## config.mk

```make
export PLATFORM = sky130hd
export DESIGN_NAME = blfb_front_flat
export DESIGN_NICKNAME = d
export VERILOG_FILES = /design/src/design/blfb_pkg.sv /design/src/design/blfb_in_if.sv /design/src/design/blfb_front.sv /design/src/flat_wrapper.sv
export SDC_FILE = /design/constraint.sdc
export NUM_CORES = 1
export LEC_CHECK = 0
export BUFFER_PORTS_ARGS = -buffer_cell sky130_fd_sc_hd__buf_2
export CORE_ASPECT_RATIO = 2
export CORE_MARGIN = 8
export CORE_UTILIZATION = 46
export DETAILED_ROUTE_END_ITERATION = 12
export GPL_TIMING_DRIVEN = 0
export PLACE_DENSITY = 0.85
export SYNTH_ARGS = -nofsm -noshare
export SYNTH_HDL_FRONTEND = slang
export SYNTH_SLANG_ARGS = --single-unit
```

## constraint.sdc

```tcl
create_clock -name vclk -period 28.6
set_clock_uncertainty 0.2 [all_clocks]
set_input_delay 5.72 -clock vclk [all_inputs]
set_output_delay 5.72 -clock vclk [all_outputs]
set_load 0.005 [all_outputs]
```

## src/design/blfb_pkg.sv

```systemverilog
// ============================================================================
// blfb_pkg: shared types and constants of the line framebuffer
// Command codes, decoded command record and back-end state encoding.
// ============================================================================
`default_nettype none

package blfb_pkg;

    // command codes on the op field
    localparam logic [1:0] OP_LINE  = 2'd0;
    localparam logic [1:0] OP_READ  = 2'd1;
    localparam logic [1:0] OP_WRITE = 2'd2;

    // fixed field widths
    localparam int COORD_W = 7;
    localparam int ROW_W   = 6;
    localparam int BADDR_W = 10;

    // command class decided by the front end
    typedef enum logic [1:0] {
        KIND_LINE,
        KIND_READ,
        KIND_WRITE,
        KIND_NOP
    } blfb_kind_t;

    // back-end sequencer states
    typedef enum logic [2:0] {
        ST_CLEAR,
        ST_IDLE,
        ST_LINE,
        ST_READ,
        ST_RESULT
    } blfb_state_t;

    // decoded command, line already reduced to major/minor axis form
    typedef struct packed {
        blfb_kind_t          kind;
        logic                color;
        logic                steep;
        logic                step_neg;
        logic [COORD_W-1:0]  m_start;
        logic [COORD_W-1:0]  m_end;
        logic [COORD_W-1:0]  n_start;
        logic [COORD_W-1:0]  major_len;
        logic [COORD_W-1:0]  minor_len;
        logic [BADDR_W-1:0]  byte_addr;
        logic [7:0]          byte_data;
    } blfb_cmd_t;

endpackage

`default_nettype wire

```

## src/design/blfb_in_if.sv

```systemverilog
// ============================================================================
// blfb_in_if: command channel
// Valid/ready channel carrying one command per transfer.
// ============================================================================
`default_nettype none

interface blfb_in_if;
    logic       valid;
    logic       ready;
    logic [1:0] op;
    logic [6:0] x_start;
    logic [5:0] y_start;
    logic [6:0] x_end;
    logic [5:0] y_end;
    logic       color;
    logic [9:0] byte_addr;
    logic [7:0] byte_data;

    modport source (
        output valid, op, x_start, y_start, x_end, y_end, color, byte_addr, byte_data,
        input  ready
    );
    modport sink (
        input  valid, op, x_start, y_start, x_end, y_end, color, byte_addr, byte_data,
        output ready
    );
endinterface

`default_nettype wire

```

## src/design/blfb_front.sv

```systemverilog
// ============================================================================
// blfb_front: command classifier
// Sorts commands by kind and reduces a line to major/minor axis form.
// ============================================================================
`default_nettype none

module blfb_front (
    blfb_in_if.sink                cmd,
    input  wire logic              clearing,
    output logic                   push_valid,
    input  wire logic              push_ready,
    output blfb_pkg::blfb_cmd_t    push_cmd
);

    logic [6:0] ax, ay, bx, by;
    logic [6:0] ddx, ddy;
    logic       steep;
    logic [6:0] am, an, bm, bn;
    logic       swap;
    logic [6:0] ms, me, ns, ne;

    // no transfer while the store is being cleared
    assign cmd.ready  = push_ready && !clearing;
    assign push_valid = cmd.valid && !clearing;

    // steepness from absolute deltas
    always_comb
    begin
        ax  = cmd.x_start;
        ay  = {1'b0, cmd.y_start};
        bx  = cmd.x_end;
        by  = {1'b0, cmd.y_end};
        ddx = (bx >= ax) ? (bx - ax) : (ax - bx);
        ddy = (by >= ay) ? (by - ay) : (ay - by);
        steep = ddy > ddx;
        am = steep ? ay : ax;
        an = steep ? ax : ay;
        bm = steep ? by : bx;
        bn = steep ? bx : by;
        swap = am > bm;
        ms = swap ? bm : am;
        me = swap ? am : bm;
        ns = swap ? bn : an;
        ne = swap ? an : bn;
    end

    // decoded record
    always_comb
    begin
        case (cmd.op)
            blfb_pkg::OP_LINE:  push_cmd.kind = blfb_pkg::KIND_LINE;
            blfb_pkg::OP_READ:  push_cmd.kind = blfb_pkg::KIND_READ;
            blfb_pkg::OP_WRITE: push_cmd.kind = blfb_pkg::KIND_WRITE;
            default:            push_cmd.kind = blfb_pkg::KIND_NOP;
        endcase
        push_cmd.color     = cmd.color;
        push_cmd.steep     = steep;
        push_cmd.step_neg  = ns >= ne;
        push_cmd.m_start   = ms;
        push_cmd.m_end     = me;
        push_cmd.n_start   = ns;
        push_cmd.major_len = me - ms;
        push_cmd.minor_len = (ne >= ns) ? (ne - ns) : (ns - ne);
        push_cmd.byte_addr = cmd.byte_addr;
        push_cmd.byte_data = cmd.byte_data;
    end

endmodule

`default_nettype wire

```

## src/flat_wrapper.sv

```systemverilog
// flat-port wrapper written by rule: the top's interface ports become plain ports
module blfb_front_flat 
  (clearing, push_valid, push_ready, push_cmd, cmd_valid, cmd_op, cmd_x_start, cmd_y_start, cmd_x_end, cmd_y_end, cmd_color, cmd_byte_addr, cmd_byte_data, cmd_ready);
  blfb_in_if cmd_i ();
  input  wire logic clearing;
  output logic push_valid;
  input  wire logic push_ready;
  output blfb_pkg::blfb_cmd_t push_cmd;
  input wire logic [$bits(cmd_i.valid)-1:0] cmd_valid;
  input wire logic [$bits(cmd_i.op)-1:0] cmd_op;
  input wire logic [$bits(cmd_i.x_start)-1:0] cmd_x_start;
  input wire logic [$bits(cmd_i.y_start)-1:0] cmd_y_start;
  input wire logic [$bits(cmd_i.x_end)-1:0] cmd_x_end;
  input wire logic [$bits(cmd_i.y_end)-1:0] cmd_y_end;
  input wire logic [$bits(cmd_i.color)-1:0] cmd_color;
  input wire logic [$bits(cmd_i.byte_addr)-1:0] cmd_byte_addr;
  input wire logic [$bits(cmd_i.byte_data)-1:0] cmd_byte_data;
  output wire logic [$bits(cmd_i.ready)-1:0] cmd_ready;
  assign cmd_i.valid = cmd_valid;
  assign cmd_i.op = cmd_op;
  assign cmd_i.x_start = cmd_x_start;
  assign cmd_i.y_start = cmd_y_start;
  assign cmd_i.x_end = cmd_x_end;
  assign cmd_i.y_end = cmd_y_end;
  assign cmd_i.color = cmd_color;
  assign cmd_i.byte_addr = cmd_byte_addr;
  assign cmd_i.byte_data = cmd_byte_data;
  assign cmd_ready = cmd_i.ready;
  blfb_front u_core (.cmd(cmd_i), .clearing(clearing), .push_valid(push_valid), .push_ready(push_ready), .push_cmd(push_cmd));
endmodule
```

==> results.py <==
metrics = {
    "outcome": {
        "status": "finished clean",
    },
    "detailed_routing": {
        "viasPerCell": 5.778,
        "wl_per_cell_um": 16.58,
        "drtIter0Drc": 260,
        "drc_errors": 0,
        "drt-total-wl_um": 11410,
        "vias": 3975,
        "first_pass_iters": 5,
        "antenna_left": 0,
    },
    "timing": {
        "period_minus_slack_ns": 22.75,
        "drv_slew": 0,
        "hold_viol_final": 0,
        "finalSetupViolCount": 0,
        "setup_ws_ns": 5.848,
        "rsz0062_at_grt": "false",
        "relSlewSlack": 0.4504,
        "max_freq_mhz": 43.95,
        "fin_crit_sh": 0.7955,
        "worstMarginPinSlew_ns": 0.8158,
        "setup_tns_ns": 0,
    },
    "worst_setup_path": {
        "worstPathMaxFanout": 10,
        "cpPeakStageDelay_ns": 0.62,
        "crit_path_end_kind": "output pin",
        "critPathArrivalTime_ns": 16.83,
        "path_class": "input pin to output pin",
        "startpoint_type": "input pin",
        "cp_slowest_cell": "clkbuf_1",
        "worstPathRequired_ns": 22.68,
    },
    "cells_and_area": {
        "final_common_cell": "buf_2",
        "mostFrequentLayoutCells": "91 x buf_2, 56 x inv_1, 55 x nor2_1, 53 x ha_1, 43 x a21oi_1",
        "drive_gt1_frac": 0.2323,
        "syn2layout_area_growth_pct": 16.21,
        "nClkBuffers": 0,
        "nets": 705,
        "nFlopsAndLatches": 0,
        "stdcell_count": 688,
        "seqCellArea_um2": 0,
        "num_antenna_cells": 0,
    },
    "run": {
        "maxCapViolations": 0,
    },
    "synth": {
        "avgSynthCellArea_um2": 6.878,
        "synth_top_area_share": 0.1909,
        "ys_types": 60,
        "syn_nets": 614,
        "synth_area_leaders": "ha_1 19%, mux2i_1 8.6%, a21oi_1 6.2%",
        "netlist_area_mm2": 0.003473,
        "ys_warn_count": 0,
        "synth_top_area_cell": "ha_1",
        "seq_area_frac_synth": 0,
        "netlist_instances": 505,
    },
    "placement": {
        "pre_cts_ws_ns": 6.004,
        "hpwl_um": 9695,
        "place_congestion": 0.9638,
        "io_buffers": 89,
        "post-place-cells": 688,
    },
    "floorplan": {
        "die-area_mm2": 0.01076,
        "die_x_um": 77.45,
        "die_y_um": 138.9,
        "row_count": 45,
        "io_pins": 110,
        "start_util": 0.4673,
        "core_mm2": 0.007432,
    },
    "global_routing": {
        "track_usage": 0.1971,
        "grt_max_degree": 11,
        "grt_pass1_vias": 3850,
        "grt_overflow": 0,
        "grt_first_pass_wirelength_um": 18210,
        "antenna_found_initial": 0,
    },
    "clock_tree": {
        "cts_hold_repair.buffers": 0,
        "cts_setup_buffers": 0,
        "cts_resized": 0,
    },
    "hold_path": {
        "hold_class": "input pin to output pin",
    },
}
[metal layers]
metal / up-vias / wire [µm] / global-route usage
met3: 27 / 784 / 0.02078
met5: - / 0 / 0
met2: 187 / 5704 / 0.3589
met4: 0 / 378 / 0.06713
met1: 1826 / 4537 / 0.2268
li1: 1935 / - / -
[Yosys cell counts (3+ instances only)]
library cell / number
a211oi_1: 7
a21o_1: 18
a21oi_1: 43
a2bb2oi_1: 3
a31oi_1: 5
and2_1: 4
buf_4: 21
clkbuf_1: 11
fa_1: 6
ha_1: 53
inv_1: 56
mux2_2: 6
mux2i_1: 30
nand2_1: 32
nand2b_1: 6
nand3_1: 12
nand3b_1: 3
nor2_1: 55
nor2b_1: 14
nor3_1: 9
o21ai_0: 28
o311ai_0: 4
o31ai_1: 3
or2_1: 3
or2_2: 3
xnor2_1: 13
xor2_1: 9
[path summary, 6_finish.rpt]
path	endpoint	slack [ns]	cells past startpoint	start
worst max-delay path	push_cmd[24]	5.85	42	cmd_y_end[0]
worst min-delay path	push_cmd[57]	11.40	2	cmd_op[1]
[layout make-up]
cell class | count | area, µm²
fill | 750 | 3396
multi-input combinational | 412 | 3043
timing repair buffer | 89 | 445.4
buffer | 36 | 216.5
inverter | 57 | 214.0
tap | 94 | 117.6
[cells by family after synthesis]
group,count (synthesis),synth area share
buffers and inverters,93,0.1239
XOR/XNOR,22,0.05548
multiplexers,38,0.1131
AO/OA/AOI/OAI,145,0.2810
adder cells (fa/ha/maj),59,0.2255
AND/OR/NAND/NOR,148,0.2010
[critical path, delay by kind of cell]
kind            cells  cell delay (ns)
compound gates     18             4.38
buf+inv             9             2.72
mux                 5             1.76
fa+ha+maj           4             1.38
simple gates        5             0.74
xor+xnor            1             0.13
[metrics by stage]
stage	utilization	hold WS (ns)	cell area (µm²)
final	0.5431	11.40	4036
after global placement	0.5431	11.40	4036
after floorplan	-	11.27	3473
after detailed placement	0.5431	11.40	4036
after global routing	0.5431	11.41	4036
after CTS	0.5431	11.40	4036
Power is not shown: default switching activity piles up to over one toggle a cycle in this logic, so the estimate is an artifact.
