### config.mk
export PLATFORM = sky130hd
export DESIGN_NAME = blfb_queue
export DESIGN_NICKNAME = d
export VERILOG_FILES = /design/src/design/blfb_pkg.sv /design/src/design/blfb_queue.sv
export SDC_FILE = /design/constraint.sdc
export NUM_CORES = 1
export LEC_CHECK = 0
export ABC_AREA = 1
export BUFFER_PORTS_ARGS = -buffer_cell sky130_fd_sc_hd__clkbuf_2
export CAP_MARGIN = 40
export CORE_ASPECT_RATIO = 1.75
export CORE_MARGIN = 4
export CORE_UTILIZATION = 35
export DETAILED_ROUTE_END_ITERATION = 10
export SYNTH_ARGS = -nofsm -noshare
export SYNTH_HDL_FRONTEND = slang
export SYNTH_SLANG_ARGS = --single-unit
### constraint.sdc
create_clock -name clk -period 3.55 [get_ports clk]
set_input_delay 0.1775 -clock clk [delete_from_list [all_inputs] [get_ports clk]]
set_output_delay 0.1775 -clock clk [all_outputs]
set_load 0.005 [all_outputs]
### src/design/blfb_pkg.sv
// ============================================================================
// blfb_pkg: shared types and constants of the line framebuffer
// Command codes, decoded command record and back-end state encoding.
// ============================================================================
`default_nettype none

package blfb_pkg;

    // command codes on the op field
    localparam logic [1:0] OP_LINE  = 2'd0;
    localparam logic [1:0] OP_READ  = 2'd1;
    localparam logic [1:0] OP_WRITE = 2'd2;

    // fixed field widths
    localparam int COORD_W = 7;
    localparam int ROW_W   = 6;
    localparam int BADDR_W = 10;

    // command class decided by the front end
    typedef enum logic [1:0] {
        KIND_LINE,
        KIND_READ,
        KIND_WRITE,
        KIND_NOP
    } blfb_kind_t;

    // back-end sequencer states
    typedef enum logic [2:0] {
        ST_CLEAR,
        ST_IDLE,
        ST_LINE,
        ST_READ,
        ST_RESULT
    } blfb_state_t;

    // decoded command, line already reduced to major/minor axis form
    typedef struct packed {
        blfb_kind_t          kind;
        logic                color;
        logic                steep;
        logic                step_neg;
        logic [COORD_W-1:0]  m_start;
        logic [COORD_W-1:0]  m_end;
        logic [COORD_W-1:0]  n_start;
        logic [COORD_W-1:0]  major_len;
        logic [COORD_W-1:0]  minor_len;
        logic [BADDR_W-1:0]  byte_addr;
        logic [7:0]          byte_data;
    } blfb_cmd_t;

endpackage

`default_nettype wire

### src/design/blfb_queue.sv
// ============================================================================
// blfb_queue: two-entry command queue
// Decouples the classifier from the drawing back end.
// ============================================================================
`default_nettype none

module blfb_queue (
    input  wire logic                 clk,
    input  wire logic                 rst_n,
    input  wire logic                 push_valid,
    output logic                      push_ready,
    input  wire blfb_pkg::blfb_cmd_t  push_cmd,
    output logic                      pop_valid,
    input  wire logic                 pop_ready,
    output blfb_pkg::blfb_cmd_t       pop_cmd
);

    blfb_pkg::blfb_cmd_t entry_reg [2];
    logic                wr_ptr_reg, wr_ptr_next;
    logic                rd_ptr_reg, rd_ptr_next;
    logic [1:0]          count_reg, count_next;
    logic                push, pop;

    assign push_ready = count_reg != 2'd2;
    assign pop_valid  = count_reg != 2'd0;
    assign pop_cmd    = entry_reg[rd_ptr_reg];
    assign push       = push_valid && push_ready;
    assign pop        = pop_valid && pop_ready;

    // pointer and fill update
    always_comb
    begin
        wr_ptr_next = push ? !wr_ptr_reg : wr_ptr_reg;
        rd_ptr_next = pop ? !rd_ptr_reg : rd_ptr_reg;
        count_next  = count_reg + 2'(push) - 2'(pop);
    end

    always_ff @(posedge clk or negedge rst_n)
    begin
        if (!rst_n)
        begin
            wr_ptr_reg <= 1'b0;
            rd_ptr_reg <= 1'b0;
            count_reg  <= 2'd0;
        end
        else
        begin
            wr_ptr_reg <= wr_ptr_next;
            rd_ptr_reg <= rd_ptr_next;
            count_reg  <= count_next;
        end
    end

    // entry storage
    always_ff @(posedge clk)
    begin
        if (push)
        begin
            entry_reg[wr_ptr_reg] <= push_cmd;
        end
    end

endmodule

`default_nettype wire

==> report_table.html, run 1 <==
<table>
<tr><th>Metric</th><th>Value</th></tr>
<tr><th colspan="2">Run status</th></tr>
<tr><td>Run status</td><td>finished clean</td></tr>
<tr><th colspan="2">Logic synthesis</th></tr>
<tr><td>Syn_nets</td><td>398</td></tr>
<tr><td>Area contributors post-synth</td><td>sky130_fd_sc_hd__edfxtp_1 (78%), sky130_fd_sc_hd__nand2_1 (15%), sky130_fd_sc_hd__dfrtp_1 (2.2%)</td></tr>
<tr><td>XOR/XNOR share of the synthesized area</td><td>0.197%</td></tr>
<tr><td>Combined area of all synthesized cells</td><td>4450 um^2</td></tr>
<tr><td>Adder-cell share of the synthesized area</td><td>0.281%</td></tr>
<tr><td>Per-instance average area after synthesis</td><td>13.3 um^2</td></tr>
<tr><td>Distinct cell type count of the synthesized netlist</td><td>14</td></tr>
<tr><td>Dominant combinational cell family by area after synthesis</td><td>simple AND/OR/NAND/NOR gates</td></tr>
<tr><td>Sequential-to-total area share from yosys stat</td><td>80.4%</td></tr>
<tr><td>Synthesized-area fraction occupied by and/or/nand/nor cells</td><td>16.1%</td></tr>
<tr><td>Area fraction in compound gates after synthesis</td><td>0.225%</td></tr>
<tr><td>Yosys reg bits</td><td>120</td></tr>
<tr><td>Proportion of netlist area held by the largest area contributor</td><td>78.2%</td></tr>
<tr><td>Post-synthesis instance total</td><td>335</td></tr>
<tr><td>Largest area contributor in the netlist</td><td>sky130_fd_sc_hd__edfxtp_1</td></tr>
<tr><td>Mux share of post-synthesis cell area</td><td>0%</td></tr>
<tr><td>Total number of yosys warnings</td><td>0</td></tr>
<tr><th colspan="2">STA</th></tr>
<tr><td>Worst-Margin Slew</td><td>0.655 ns</td></tr>
<tr><td>Unrepaired setup endpoints after global routing</td><td>false</td></tr>
<tr><td>Fmax achieved</td><td>0.472 GHz</td></tr>
<tr><td>Final min period</td><td>2.12 ns</td></tr>
<tr><td>Worst Clk Skew</td><td>0.00727 ns</td></tr>
<tr><td>Final period util</td><td>59.7%</td></tr>
<tr><td>Slew Viols, Final</td><td>0</td></tr>
<tr><td>Slew Limit Headroom</td><td>56.4%</td></tr>
<tr><td>Number of endpoints failing setup at the final stage</td><td>0</td></tr>
<tr><td>Final setup slack of the worst path</td><td>1.43 ns</td></tr>
<tr><td>Hold violation count in the final report</td><td>0</td></tr>
<tr><th colspan="2">Cells and area</th></tr>
<tr><td>Net count, final</td><td>587</td></tr>
<tr><td>Max reg flops</td><td>116</td></tr>
<tr><td>Cell area after layout</td><td>6480 um^2</td></tr>
<tr><td>Syn-to-layout area delta</td><td>45.4%</td></tr>
<tr><td>Proportion of layout cells with a drive suffix above 1</td><td>29.1%</td></tr>
<tr><td>Fill cell total of the finished layout</td><td>1103</td></tr>
<tr><td>Antenna diodes</td><td>0</td></tr>
<tr><th colspan="2">Critical path</th></tr>
<tr><td>Critical Path Start Type</td><td>register</td></tr>
<tr><td>Worst path bufs/invs</td><td>2</td></tr>
<tr><td>Reg2Reg Setup Slack</td><td>1.47 ns</td></tr>
<tr><td>Most repeated library cell on the critical path</td><td>sky130_fd_sc_hd__nand2_1</td></tr>
<tr><td>Critical Setup Path Class</td><td>register to output port</td></tr>
<tr><td>Critical path endpoint category</td><td>output port</td></tr>
<tr><td>Depth of the worst register-to-register path</td><td>4</td></tr>
<tr><td>Worst Path Max Fanout</td><td>59</td></tr>
<tr><td>Largest delay contributor family on the critical path</td><td>buffers and inverters</td></tr>
<tr><td>Worst Path Arrival</td><td>1.94 ns</td></tr>
<tr><td>Critical path required time</td><td>3.37 ns</td></tr>
<tr><td>Slowest cell delay on critical path</td><td>0.60 ns</td></tr>
<tr><td>Crit path depth</td><td>4</td></tr>
<tr><td>Crit-path cells</td><td>inv_4 -&gt; nand2_1 -&gt; nand2_1 -&gt; clkbuf_2</td></tr>
<tr><td>Standard cell with the maximum stage delay on the critical path</td><td>sky130_fd_sc_hd__dfrtp_2</td></tr>
<tr><th colspan="2">GRT</th></tr>
<tr><td>Remaining Overflow, GRT</td><td>0</td></tr>
<tr><td>Global-route wire length before repair</td><td>15200 um</td></tr>
<tr><td>Initial antenna violation count</td><td>0</td></tr>
<tr><td>Maximum number of pins on one net before global-route repair</td><td>60</td></tr>
<tr><td>GRT Util Overall</td><td>13.8%</td></tr>
<tr><td>Via count of the first global-routing pass</td><td>3176</td></tr>
<tr><th colspan="2">Clock network</th></tr>
<tr><td>Number of buffers added to fix hold violations after cts</td><td>59</td></tr>
<tr><td>CTS resizes</td><td>0</td></tr>
<tr><td>Number of setup buffers added after CTS</td><td>0</td></tr>
<tr><td>Clock sink count</td><td>120</td></tr>
<tr><td>Number of buffers added by the clock tree synthesis step</td><td>17</td></tr>
<tr><td>CTS tree</td><td>yes</td></tr>
<tr><td>Latest clock arrival within the worst-skew pair</td><td>0.40 ns</td></tr>
<tr><td>Clock tree root buffer cell</td><td>sky130_fd_sc_hd__clkbuf_16</td></tr>
<tr><td>H-tree depth</td><td>4</td></tr>
<tr><td>Clk slew on worst S/H paths</td><td>0.05 ns</td></tr>
<tr><td>Buffer depth of the longest clock path</td><td>2</td></tr>
<tr><th colspan="2">Place</th></tr>
<tr><td>DP Area</td><td>5230 um^2</td></tr>
<tr><td>Setup slack after placement</td><td>1.45 ns</td></tr>
<tr><td>Final HPWL from detailed placement</td><td>6180 um</td></tr>
<tr><td>Weighted congestion reported at the end of routability-driven placement</td><td>0.700</td></tr>
<tr><td>Port buffer count</td><td>121</td></tr>
<tr><th colspan="2">Floorplan</th></tr>
<tr><td>Std cell rows</td><td>54</td></tr>
<tr><td>Ports placed on the boundary</td><td>122</td></tr>
<tr><td>Placeable core area</td><td>12500 um^2</td></tr>
<tr><td>Horiz. Die Dim</td><td>93.3 um</td></tr>
<tr><td>DIE HEIGHT</td><td>157 um</td></tr>
<tr><td>Area enclosed by the die boundary</td><td>14700 um^2</td></tr>
<tr><td>Initial Util</td><td>35.6%</td></tr>
<tr><th colspan="2">Detailed routing</th></tr>
<tr><td>Vias per inst</td><td>4.32</td></tr>
<tr><td>First-pass detailed-route iteration total</td><td>6</td></tr>
<tr><td>Total via count in the routed design</td><td>3043</td></tr>
<tr><td>Detailed-route DRC error count</td><td>0</td></tr>
<tr><td>First-iteration detailed-routing DRC count</td><td>119</td></tr>
<tr><td>Total Routed Length</td><td>9800 um</td></tr>
<tr><td>Wire length per cell after detailed routing</td><td>13.9 um</td></tr>
<tr><td>Antenna-violating nets left</td><td>0</td></tr>
<tr><th colspan="2">Power</th></tr>
<tr><td>Leakage component of the power</td><td>2.81 nW</td></tr>
<tr><td>Worst VDD drop</td><td>0.388 mV</td></tr>
<tr><td>Pwr dens</td><td>819 nW/um^2</td></tr>
<tr><th colspan="2">Worst hold path</th></tr>
<tr><td>Number of cells traversed by the worst hold path</td><td>3</td></tr>
<tr><td>Classification of the worst-slack hold path</td><td>primary input to register</td></tr>
<tr><th colspan="2">Job</th></tr>
<tr><td>Max_cap viols</td><td>0</td></tr>
</table>
## stage by stage
step,utilization (%),instances,hold WS (ns),setup TNS (ns),power (W)
after global placement,41.8,614,-0.00472,0,0.00341
after CTS,51.8,705,0.0552,0,0.00539
after detailed placement,41.8,614,-0.00318,0,0.00345
after global routing,51.8,705,0.0719,0,0.00562
after floorplan,-,335,-0.118,-0.663,0.00284
final,51.8,705,0.0770,0,0.00531
## cells by family (layout without fill, tap and decap cells)
| family | after synthesis | in the layout |
|---|---|---|
| and+or+nand+nor | 190 | 190 |
| DFF | 120 | 120 |
| buffers and inverters | 21 | 223 |
| AOI/OAI and AO/OA | 2 | 2 |
| adders and majority gates | 1 | 1 |
| xor gates and xnor gates | 1 | 1 |
## power breakdown
group	switching (W)	internal, W	leakage [nW]	total [W]
logic	0.000848	0.000510	1.37	0.00136
registers	0.000130	0.00194	1.12	0.00207
clock network	0.000576	0.00131	0.317	0.00188
total	0.00155	0.00375	2.81	0.00531
## cells in the mapped netlist
master / instances
sky130_fd_sc_hd__inv_1: 7
sky130_fd_sc_hd__xor2_1: 1
sky130_fd_sc_hd__nand2_1: 183
sky130_fd_sc_hd__o21ai_0: 1
sky130_fd_sc_hd__buf_4: 3
sky130_fd_sc_hd__a21oi_1: 1
sky130_fd_sc_hd__ha_1: 1
sky130_fd_sc_hd__nor2_1: 5
sky130_fd_sc_hd__inv_4: 1
sky130_fd_sc_hd__edfxtp_1: 116
sky130_fd_sc_hd__dfrtp_1: 4
sky130_fd_sc_hd__nand3_1: 2
sky130_fd_sc_hd__buf_2: 7
sky130_fd_sc_hd__buf_6: 3
## path summary, 6_finish.rpt
path	startpoint	end
min in group asynchronous	rst_n	wr_ptr_reg
max	rd_ptr_reg	pop_cmd[44]
max reg2reg	count_reg[1]	entry_reg[0][15]
min reg2reg	count_reg[0]	count_reg[0]
min	push_valid	wr_ptr_reg
max in group asynchronous	rst_n	rd_ptr_reg
## cell type report
class | count | area [um^2] | share of cell area (%)
Sequential cell | 120 | 3580 | 55.4
Multi-Input combinational cell | 194 | 762 | 11.8
Timing Repair Buffer | 183 | 1230 | 19.0
Tap cell | 168 | 210 | 3.25
Clock buffer | 17 | 425 | 6.57
Inverter | 8 | 32.5 | 0.502
Clock inverter | 15 | 230 | 3.55
## worst min-delay path, cell delays in order
cell and delay [ns]:
sky130_fd_sc_hd__clkbuf_2 0.11, sky130_fd_sc_hd__a21oi_1 0.07, sky130_fd_sc_hd__nor2_1 0.09
## routing by layer
layer	vias up	wire length, um	GRT usage (%)
li1	1499	-	-
met1	1453	3530	13.6
met2	76	5590	26.0
met3	15	452	3.68
met4	0	218	6.50
met5	-	0	0
## placed cells by master (no fill, tap or decap), drive strengths merged
cell type      n
nand2        183
clkbuf       138
edfxtp       116
dlygate4sd3   59
inv            9
clkinv         7
bufinv         6
nor2           5
dfrtp          4
buf            3
nand3          2
o21ai          1
a21oi          1
xor2           1
ha             1
clkinvlp       1
(Power assumes the default switching activity.)
==> run 2: changes to the inputs <==
==> constraint.sdc (replaced) <==
create_clock -name clk -period 1.7 [get_ports clk]
set_input_delay 0.085 -clock clk [delete_from_list [all_inputs] [get_ports clk]]
set_output_delay 0.085 -clock clk [all_outputs]
set_load 0.005 [all_outputs]
==> run 2 against run 1 <==
  * Largest cell class unchanged
  * Global-route usage is 0.79 points higher
  * Via count is 1.7% higher
  * Die area stayed put
==> report_table.html, run 2 (same netlist as run 1, synthesis figures left out) <==
<table>
<tr><th>Metric</th><th>Value</th></tr>
<tr><th colspan="2">GRT</th></tr>
<tr><td>Via count of the first global-routing pass</td><td>3240 (was 3176)</td></tr>
<tr><td>Maximum number of pins on one net before global-route repair</td><td>33 (was 60)</td></tr>
<tr><td>Remaining Overflow, GRT</td><td>0 (unchanged)</td></tr>
<tr><td>GRT Util Overall</td><td>14.5% (was 13.8%)</td></tr>
<tr><td>Global-route wire length before repair</td><td>16100 um (was 15200 um)</td></tr>
<tr><td>Initial antenna violation count</td><td>0 (unchanged)</td></tr>
<tr><th colspan="2">Floorplan</th></tr>
<tr><td>Std cell rows</td><td>54 (unchanged)</td></tr>
<tr><td>Horiz. Die Dim</td><td>93.3 um (unchanged)</td></tr>
<tr><td>Ports placed on the boundary</td><td>122 (unchanged)</td></tr>
<tr><td>Placeable core area</td><td>12500 um^2 (unchanged)</td></tr>
<tr><td>Area enclosed by the die boundary</td><td>14700 um^2 (unchanged)</td></tr>
<tr><td>DIE HEIGHT</td><td>157 um (unchanged)</td></tr>
<tr><td>Initial Util</td><td>35.6% (unchanged)</td></tr>
<tr><th colspan="2">Critical path</th></tr>
<tr><td>Most repeated library cell on the critical path</td><td>sky130_fd_sc_hd__nand2_1 (unchanged)</td></tr>
<tr><td>Standard cell with the maximum stage delay on the critical path</td><td>sky130_fd_sc_hd__dfrtp_2 (unchanged)</td></tr>
<tr><td>Critical path endpoint category</td><td>output port (unchanged)</td></tr>
<tr><td>Worst path bufs/invs</td><td>3 (was 2)</td></tr>
<tr><td>Critical Setup Path Class</td><td>register to output port (unchanged)</td></tr>
<tr><td>Crit-path cells</td><td>inv_6 -&gt; buf_12 -&gt; nand2_1 -&gt; nand2_1 -&gt; clkbuf_2 (was inv_4 -&gt; nand2_1 -&gt; nand2_1 -&gt; clkbuf_2)</td></tr>
<tr><td>Worst Path Max Fanout</td><td>32 (was 59)</td></tr>
<tr><td>Largest delay contributor family on the critical path</td><td>buffers and inverters (unchanged)</td></tr>
<tr><td>Critical path required time</td><td>1.62 ns (was 3.37 ns)</td></tr>
<tr><td>Critical Path Start Type</td><td>register (unchanged)</td></tr>
<tr><td>Slowest cell delay on critical path</td><td>0.44 ns (was 0.60 ns)</td></tr>
<tr><td>Worst Path Arrival</td><td>1.50 ns (was 1.94 ns)</td></tr>
<tr><th colspan="2">STA</th></tr>
<tr><td>Setup Total Neg Slack</td><td>0 ns (unchanged)</td></tr>
<tr><td>Number of endpoints failing setup at the final stage</td><td>0 (unchanged)</td></tr>
<tr><td>Final setup slack of the worst path</td><td>0.118 ns (was 1.43 ns)</td></tr>
<tr><td>Final min period</td><td>1.58 ns</td></tr>
<tr><td>Slew Viols, Final</td><td>0 (unchanged)</td></tr>
<tr><td>Worst Clk Skew</td><td>0.00624 ns (was 0.00727 ns)</td></tr>
<tr><td>Slew Limit Headroom</td><td>78.5% (was 56.4%)</td></tr>
<tr><td>Unrepaired setup endpoints after global routing</td><td>false (unchanged)</td></tr>
<tr><td>Fmax achieved</td><td>0.632 GHz</td></tr>
<tr><td>Hold violation count in the final report</td><td>0 (unchanged)</td></tr>
<tr><td>Worst-Margin Slew</td><td>0.320 ns (was 0.655 ns)</td></tr>
<tr><td>Final period util</td><td>93.0%</td></tr>
<tr><th colspan="2">Cells and area</th></tr>
<tr><td>Max reg flops</td><td>116 (unchanged)</td></tr>
<tr><td>Most frequent standard cell in the layout excluding fill and tap cells</td><td>sky130_fd_sc_hd__nand2_1 (unchanged)</td></tr>
<tr><td>Final core utilization</td><td>52.0% (was 51.8%)</td></tr>
<tr><td>Proportion of layout cells with a drive suffix above 1</td><td>29.5% (was 29.1%)</td></tr>
<tr><td>Syn-to-layout area delta</td><td>45.8% (was 45.4%)</td></tr>
<tr><td>Most used cells in the layout excluding fill and tap cells</td><td>sky130_fd_sc_hd__nand2_1 (181), sky130_fd_sc_hd__clkbuf_2 (121), sky130_fd_sc_hd__edfxtp_1 (116), sky130_fd_sc_hd__dlygate4sd3_1 (59), sky130_fd_sc_hd__clkbuf_16 (17) (was sky130_fd_sc_hd__nand2_1 (183), sky130_fd_sc_hd__clkbuf_2 (121), sky130_fd_sc_hd__edfxtp_1 (116), sky130_fd_sc_hd__dlygate4sd3_1 (59), sky130_fd_sc_hd__clkbuf_16 (17))</td></tr>
<tr><td>Antenna diodes</td><td>0 (unchanged)</td></tr>
<tr><td>Cell area after layout</td><td>6490 um^2 (was 6480 um^2)</td></tr>
<tr><td>Net count, final</td><td>593 (was 587)</td></tr>
<tr><th colspan="2">Detailed routing</th></tr>
<tr><td>Wire length per cell after detailed routing</td><td>14.1 um (was 13.9 um)</td></tr>
<tr><td>Antenna-violating nets left</td><td>0 (unchanged)</td></tr>
<tr><td>Vias per inst</td><td>4.36 (was 4.32)</td></tr>
<tr><td>Total via count in the routed design</td><td>3096 (was 3043)</td></tr>
<tr><td>Detailed-route DRC error count</td><td>0 (unchanged)</td></tr>
<tr><td>Total Routed Length</td><td>10000 um (was 9800 um)</td></tr>
<tr><td>First-iteration detailed-routing DRC count</td><td>145 (was 119)</td></tr>
<tr><td>First-pass detailed-route iteration total</td><td>4 (was 6)</td></tr>
<tr><th colspan="2">Run status</th></tr>
<tr><td>Run status</td><td>finished clean (unchanged)</td></tr>
<tr><th colspan="2">Worst hold path</th></tr>
<tr><td>Classification of the worst-slack hold path</td><td>primary input to register (unchanged)</td></tr>
<tr><th colspan="2">Place</th></tr>
<tr><td>Port buffer count</td><td>121 (unchanged)</td></tr>
<tr><td>Setup slack after placement</td><td>0.165 ns (was 1.45 ns)</td></tr>
<tr><td>Final HPWL from detailed placement</td><td>6760 um (was 6180 um)</td></tr>
<tr><td>DP Area</td><td>5340 um^2 (was 5230 um^2)</td></tr>
<tr><td>Weighted congestion reported at the end of routability-driven placement</td><td>0.814 (was 0.700)</td></tr>
<tr><th colspan="2">Clock network</th></tr>
<tr><td>H-tree depth</td><td>4 (unchanged)</td></tr>
<tr><td>Buffer depth of the longest clock path</td><td>2 (unchanged)</td></tr>
<tr><td>Number of buffers added by the clock tree synthesis step</td><td>17 (unchanged)</td></tr>
<tr><td>Number of setup buffers added after CTS</td><td>0 (unchanged)</td></tr>
<tr><td>Latest clock arrival within the worst-skew pair</td><td>0.39 ns (was 0.40 ns)</td></tr>
<tr><td>CTS tree</td><td>yes (unchanged)</td></tr>
<tr><td>Clk slew on worst S/H paths</td><td>0.05 ns (about the same)</td></tr>
<tr><td>Clock sink count</td><td>120 (unchanged)</td></tr>
<tr><td>Clock tree root buffer cell</td><td>sky130_fd_sc_hd__clkbuf_16 (unchanged)</td></tr>
<tr><th colspan="2">Power</th></tr>
<tr><td>Leakage component of the power</td><td>2.81 nW (about the same)</td></tr>
<tr><td>Pwr Total</td><td>0.0108 W (was 0.00531 W)</td></tr>
<tr><td>Worst VDD drop</td><td>0.992 mV (was 0.388 mV)</td></tr>
<tr><td>Pwr dens</td><td>1670 nW/um^2 (was 819 nW/um^2)</td></tr>
<tr><th colspan="2">Job</th></tr>
<tr><td>Max_cap viols</td><td>0 (unchanged)</td></tr>
</table>
run 2: metal layers:
layer	share of wire [%]	GRT usage, %
met1	36	14.7
met2	57	27.0
met3	4.7	3.97
met4	2.3	7.13
met5	0	0
run 2: area by class of cell:
cell class,instances,area (um^2)
clock buffers,19,433
clock inverters,12,134
fillers,1081,6000
inverters,8,35.0
multi-input cells,194,772
flip-flops and latches,120,3580
well taps,168,210
repair buffers,189,1330
run 2: power breakdown:
| part | internal [W] | switching (W) | leakage, nW |
|---|---|---|---|
| sequential | 0.00404 | 0.000193 | 1.12 |
| combinational | 0.00124 | 0.00194 | 1.42 |
| clock | 0.00226 | 0.00115 | 0.270 |
| total | 0.00754 | 0.00328 | 2.81 |
run 2: worst paths after layout:
kind	startpoint	endpoint	slack (ns)	depth (start not counted)
worst max-delay path	rd_ptr_reg	pop_cmd[2]	0.12	5
worst min-delay path	push_valid	wr_ptr_reg	0.02	3
worst max register to register	count_reg[1]	count_reg[1]	0.12	9
worst min register to register	wr_ptr_reg	wr_ptr_reg	0.59	2
max in group asynchronous	rst_n	rd_ptr_reg	1.51	2
min in group asynchronous	rst_n	rd_ptr_reg	0.03	2
run 2: repair_timing:
action | 4_1_cts | 5_1_grt
endpoints found under the hold margin | 120 | 0
gates resized for setup | 0 | 1
hold buffers | 59 | 0
setup endpoints to repair | 0 | 4
run 2: metrics by stage:
step           hold slack [ns]  instances
5_1_grt                0.00414        710
3_5_place_dp           -0.0930        620
2_1_floorplan           -0.211        335
4_1_cts               0.000911        710
3_3_place_gp           -0.0978        620
6_report                0.0196        710
run 2: tightest hold or removal path, delay by kind of cell:
| family | cells | cell delay, ns |
|---|---|---|
| buf+inv | 1 | 0.13 |
| compound gates | 1 | 0.08 |
| simple gates | 1 | 0.08 |
==> run 3: changes to the inputs <==
--- a/config.mk
+++ b/config.mk
@@ -12,6 +12,7 @@
 export CORE_MARGIN = 4
 export CORE_UTILIZATION = 35
 export DETAILED_ROUTE_END_ITERATION = 10
+export REMOVE_ABC_BUFFERS = 1
 export SYNTH_ARGS = -nofsm -noshare
 export SYNTH_HDL_FRONTEND = slang
 export SYNTH_SLANG_ARGS = --single-unit
==> run 3 against run 2 <==
  * Cell area decreased by 0.31%
  * Worst hold slack better by 0.0038 ns
  * Critical path type unchanged
  * Highest routed layer unchanged
  * Largest cell class unchanged
  * Global-route usage grew 0.41 points
  * Via count is 0.45% lower
  * Final cell count up 0.28%
  * Flip-flop and latch count did not move
  * Critical endpoint is now pop_cmd[39]
  * Clock skew fell by 0.0020 ns
  * Core utilization fell by 0.16 points
==> report_table.html, run 3 (same netlist as run 1, synthesis figures left out) <==
<table>
<tr><th>Metric</th><th>Value</th></tr>
<tr><th colspan="2">STA</th></tr>
<tr><td>Worst Clk Skew</td><td>0.00426 ns (was 0.00624 ns)</td></tr>
<tr><td>Final min period</td><td>1.61 ns (was 1.58 ns)</td></tr>
<tr><td>Slew Viols, Final</td><td>0 (unchanged)</td></tr>
<tr><td>Fmax achieved</td><td>0.622 GHz (was 0.632 GHz)</td></tr>
<tr><td>Smallest hold slack</td><td>0.0233 ns (was 0.0196 ns)</td></tr>
<tr><td>Unrepaired setup endpoints after global routing</td><td>true (was false)</td></tr>
<tr><td>Final period util</td><td>94.5% (was 93.0%)</td></tr>
<tr><td>Hold violation count in the final report</td><td>0 (unchanged)</td></tr>
<tr><td>Number of endpoints failing setup at the final stage</td><td>0 (unchanged)</td></tr>
<tr><td>Slew Limit Headroom</td><td>76.9% (was 78.5%)</td></tr>
<tr><td>Worst-Margin Slew</td><td>0.346 ns (was 0.320 ns)</td></tr>
<tr><th colspan="2">Critical path</th></tr>
<tr><td>Crit-path cells</td><td>inv_6 -&gt; buf_6 -&gt; nand2_1 -&gt; nand2_1 -&gt; clkbuf_2 (was inv_6 -&gt; buf_12 -&gt; nand2_1 -&gt; nand2_1 -&gt; clkbuf_2)</td></tr>
<tr><td>Critical path required time</td><td>1.62 ns (about the same)</td></tr>
<tr><td>Reg2Reg Setup Slack</td><td>0.16 ns (was 0.12 ns)</td></tr>
<tr><td>Worst Path Arrival</td><td>1.52 ns (was 1.50 ns)</td></tr>
<tr><td>Critical Path Start Type</td><td>register (unchanged)</td></tr>
<tr><td>Critical Setup Path Class</td><td>register to output port (unchanged)</td></tr>
<tr><td>Worst path bufs/invs</td><td>3 (unchanged)</td></tr>
<tr><td>Worst Path Max Fanout</td><td>21 (was 32)</td></tr>
<tr><td>Most repeated library cell on the critical path</td><td>sky130_fd_sc_hd__nand2_1 (unchanged)</td></tr>
<tr><td>Reg-to-reg critical path startpoint</td><td>count_reg[0] (was count_reg[1])</td></tr>
<tr><td>Largest delay contributor family on the critical path</td><td>buffers and inverters (unchanged)</td></tr>
<tr><td>Reg-to-Reg End</td><td>count_reg[1] (unchanged)</td></tr>
<tr><td>Critical path endpoint category</td><td>output port (unchanged)</td></tr>
<tr><td>Standard cell with the maximum stage delay on the critical path</td><td>sky130_fd_sc_hd__dfrtp_2 (unchanged)</td></tr>
<tr><td>Depth of the worst register-to-register path</td><td>12 (was 9)</td></tr>
<tr><td>Slowest cell delay on critical path</td><td>0.44 ns (about the same)</td></tr>
<tr><th colspan="2">GRT</th></tr>
<tr><td>Remaining Overflow, GRT</td><td>0 (unchanged)</td></tr>
<tr><td>Global-route wire length before repair</td><td>16200 um (was 16100 um)</td></tr>
<tr><td>GRT Util Overall</td><td>14.9% (was 14.5%)</td></tr>
<tr><td>Maximum number of pins on one net before global-route repair</td><td>44 (was 33)</td></tr>
<tr><td>Initial antenna violation count</td><td>0 (unchanged)</td></tr>
<tr><td>Via count of the first global-routing pass</td><td>3279 (was 3240)</td></tr>
<tr><th colspan="2">Cells and area</th></tr>
<tr><td>Net count, final</td><td>594 (was 593)</td></tr>
<tr><td>Most frequent standard cell in the layout excluding fill and tap cells</td><td>sky130_fd_sc_hd__nand2_1 (unchanged)</td></tr>
<tr><td>Non-filler instance count after layout</td><td>712 (was 710)</td></tr>
<tr><td>Max reg flops</td><td>116 (unchanged)</td></tr>
<tr><td>Syn-to-layout area delta</td><td>45.4% (was 45.8%)</td></tr>
<tr><td>Proportion of layout cells with a drive suffix above 1</td><td>29.8% (was 29.5%)</td></tr>
<tr><td>Antenna diodes</td><td>0 (unchanged)</td></tr>
<tr><td>Most used cells in the layout excluding fill and tap cells</td><td>sky130_fd_sc_hd__nand2_1 (181), sky130_fd_sc_hd__clkbuf_2 (121), sky130_fd_sc_hd__edfxtp_1 (116), sky130_fd_sc_hd__dlygate4sd3_1 (60), sky130_fd_sc_hd__clkbuf_16 (17) (was sky130_fd_sc_hd__nand2_1 (181), sky130_fd_sc_hd__clkbuf_2 (121), sky130_fd_sc_hd__edfxtp_1 (116), sky130_fd_sc_hd__dlygate4sd3_1 (59), sky130_fd_sc_hd__clkbuf_16 (17))</td></tr>
<tr><td>Cell area after layout</td><td>6470 um^2 (was 6490 um^2)</td></tr>
<tr><th colspan="2">Floorplan</th></tr>
<tr><td>Ports placed on the boundary</td><td>122 (unchanged)</td></tr>
<tr><td>Std cell rows</td><td>54 (unchanged)</td></tr>
<tr><td>Horiz. Die Dim</td><td>93.3 um (unchanged)</td></tr>
<tr><td>Initial Util</td><td>35.6% (unchanged)</td></tr>
<tr><td>DIE HEIGHT</td><td>157 um (unchanged)</td></tr>
<tr><td>Placeable core area</td><td>12500 um^2 (unchanged)</td></tr>
<tr><td>Area enclosed by the die boundary</td><td>14700 um^2 (unchanged)</td></tr>
<tr><th colspan="2">Worst hold path</th></tr>
<tr><td>Classification of the worst-slack hold path</td><td>primary input to register (unchanged)</td></tr>
<tr><td>Start point of the worst hold path</td><td>pop_ready (was push_valid)</td></tr>
<tr><td>Worst min-delay path endpoint</td><td>rd_ptr_reg (was wr_ptr_reg)</td></tr>
<tr><td>Number of cells traversed by the worst hold path</td><td>3 (unchanged)</td></tr>
<tr><th colspan="2">Place</th></tr>
<tr><td>Port buffer count</td><td>121 (unchanged)</td></tr>
<tr><td>DP Area</td><td>5290 um^2 (was 5340 um^2)</td></tr>
<tr><td>Final HPWL from detailed placement</td><td>6790 um (was 6760 um)</td></tr>
<tr><td>Weighted congestion reported at the end of routability-driven placement</td><td>0.759 (was 0.814)</td></tr>
<tr><td>Number of placed instances, taps included</td><td>620 (unchanged)</td></tr>
<tr><th colspan="2">Clock network</th></tr>
<tr><td>H-tree depth</td><td>4 (unchanged)</td></tr>
<tr><td>Clock sink count</td><td>120 (unchanged)</td></tr>
<tr><td>Clk slew on worst S/H paths</td><td>0.05 ns (about the same)</td></tr>
<tr><td>Clock tree root buffer cell</td><td>sky130_fd_sc_hd__clkbuf_16 (unchanged)</td></tr>
<tr><td>Number of buffers added by the clock tree synthesis step</td><td>17 (unchanged)</td></tr>
<tr><td>Latest clock arrival within the worst-skew pair</td><td>0.40 ns (was 0.39 ns)</td></tr>
<tr><td>CTS tree</td><td>yes (unchanged)</td></tr>
<tr><td>Buffer depth of the longest clock path</td><td>2 (unchanged)</td></tr>
<tr><th colspan="2">Detailed routing</th></tr>
<tr><td>Total via count in the routed design</td><td>3082 (was 3096)</td></tr>
<tr><td>Wire length per cell after detailed routing</td><td>14.6 um (was 14.1 um)</td></tr>
<tr><td>Antenna-violating nets left</td><td>0 (unchanged)</td></tr>
<tr><td>Detailed-route DRC error count</td><td>0 (unchanged)</td></tr>
<tr><td>Total Routed Length</td><td>10400 um (was 10000 um)</td></tr>
<tr><td>First-pass detailed-route iteration total</td><td>4 (unchanged)</td></tr>
<tr><td>First-iteration detailed-routing DRC count</td><td>182 (was 145)</td></tr>
<tr><td>Vias per inst</td><td>4.33 (was 4.36)</td></tr>
<tr><th colspan="2">Power</th></tr>
<tr><td>Leakage component of the power</td><td>2.82 nW (was 2.81 nW)</td></tr>
<tr><td>Worst VDD drop</td><td>0.821 mV (was 0.992 mV)</td></tr>
<tr><td>Pwr dens</td><td>1660 nW/um^2 (was 1670 nW/um^2)</td></tr>
<tr><td>Pwr Total</td><td>0.0108 W (about the same)</td></tr>
<tr><th colspan="2">Run status</th></tr>
<tr><td>Run status</td><td>finished clean (unchanged)</td></tr>
<tr><th colspan="2">Job</th></tr>
<tr><td>Max_cap viols</td><td>0 (unchanged)</td></tr>
</table>
[run 3: layer usage]
layer  vias up  share of wire (%)  track usage [%]
li1       1514                  -                -
met1      1451                 35             14.6
met2        90                 57             27.7
met3        27                4.1             4.02
met4         0                4.1             8.60
met5         -                  0                0
[run 3: area by class of cell]
cell class,instances,area (um^2)
Fill cell,1093,6020
Multi-Input combinational cell,194,767
Tap cell,168,210
Inverter,8,35.0
Sequential cell,120,3580
Clock buffer,19,433
Clock inverter,13,135
Timing Repair Buffer,190,1310
[run 3: through the flow]
step	setup TNS, ns	util (%)	worst slack (ns)
floorplan	-227.47	-	-1.88
global placement	0	42.3	0.217
detailed placement	0	42.3	0.0583
CTS	0	51.7	0.0122
global route	-0.00175	51.8	-0.00175
finish	0	51.8	0.0931
[run 3: power breakdown]
group	internal [W]	total (W)	switching (W)
clock	0.00226	0.00341	0.00115
sequential	0.00404	0.00424	0.000195
combinational	0.00120	0.00313	0.00194
[run 3: worst min-delay path, delay by kind of cell]
kind | cells | cell delay [ns]
AO/OA/AOI/OAI | 1 | 0.12
buffers and inverters | 1 | 0.09
XOR/XNOR | 1 | 0.09
[run 3: timing repair]
item | in CTS | in global routing
buffers inserted | 0 | 0
hold buffers | 60 | 0
pin swaps | 0 | 0
gates resized for setup | 2 | 4
endpoints found under the hold margin | 121 | 0
endpoints found under the setup margin | 8 | 22
[run 3: worst max path at each step]
stage	end	slack (ns)	startpoint	cells past startpoint
floorplan	entry_reg[1][0]	-1.88	count_reg[1]	3
global placement	count_reg[1]	0.22	count_reg[1]	11
detailed placement	count_reg[1]	0.06	count_reg[0]	12
CTS	pop_cmd[44]	0.01	rd_ptr_reg	5
global route	pop_cmd[30]	-0.002	rd_ptr_reg	5
finish	pop_cmd[39]	0.09	rd_ptr_reg	5
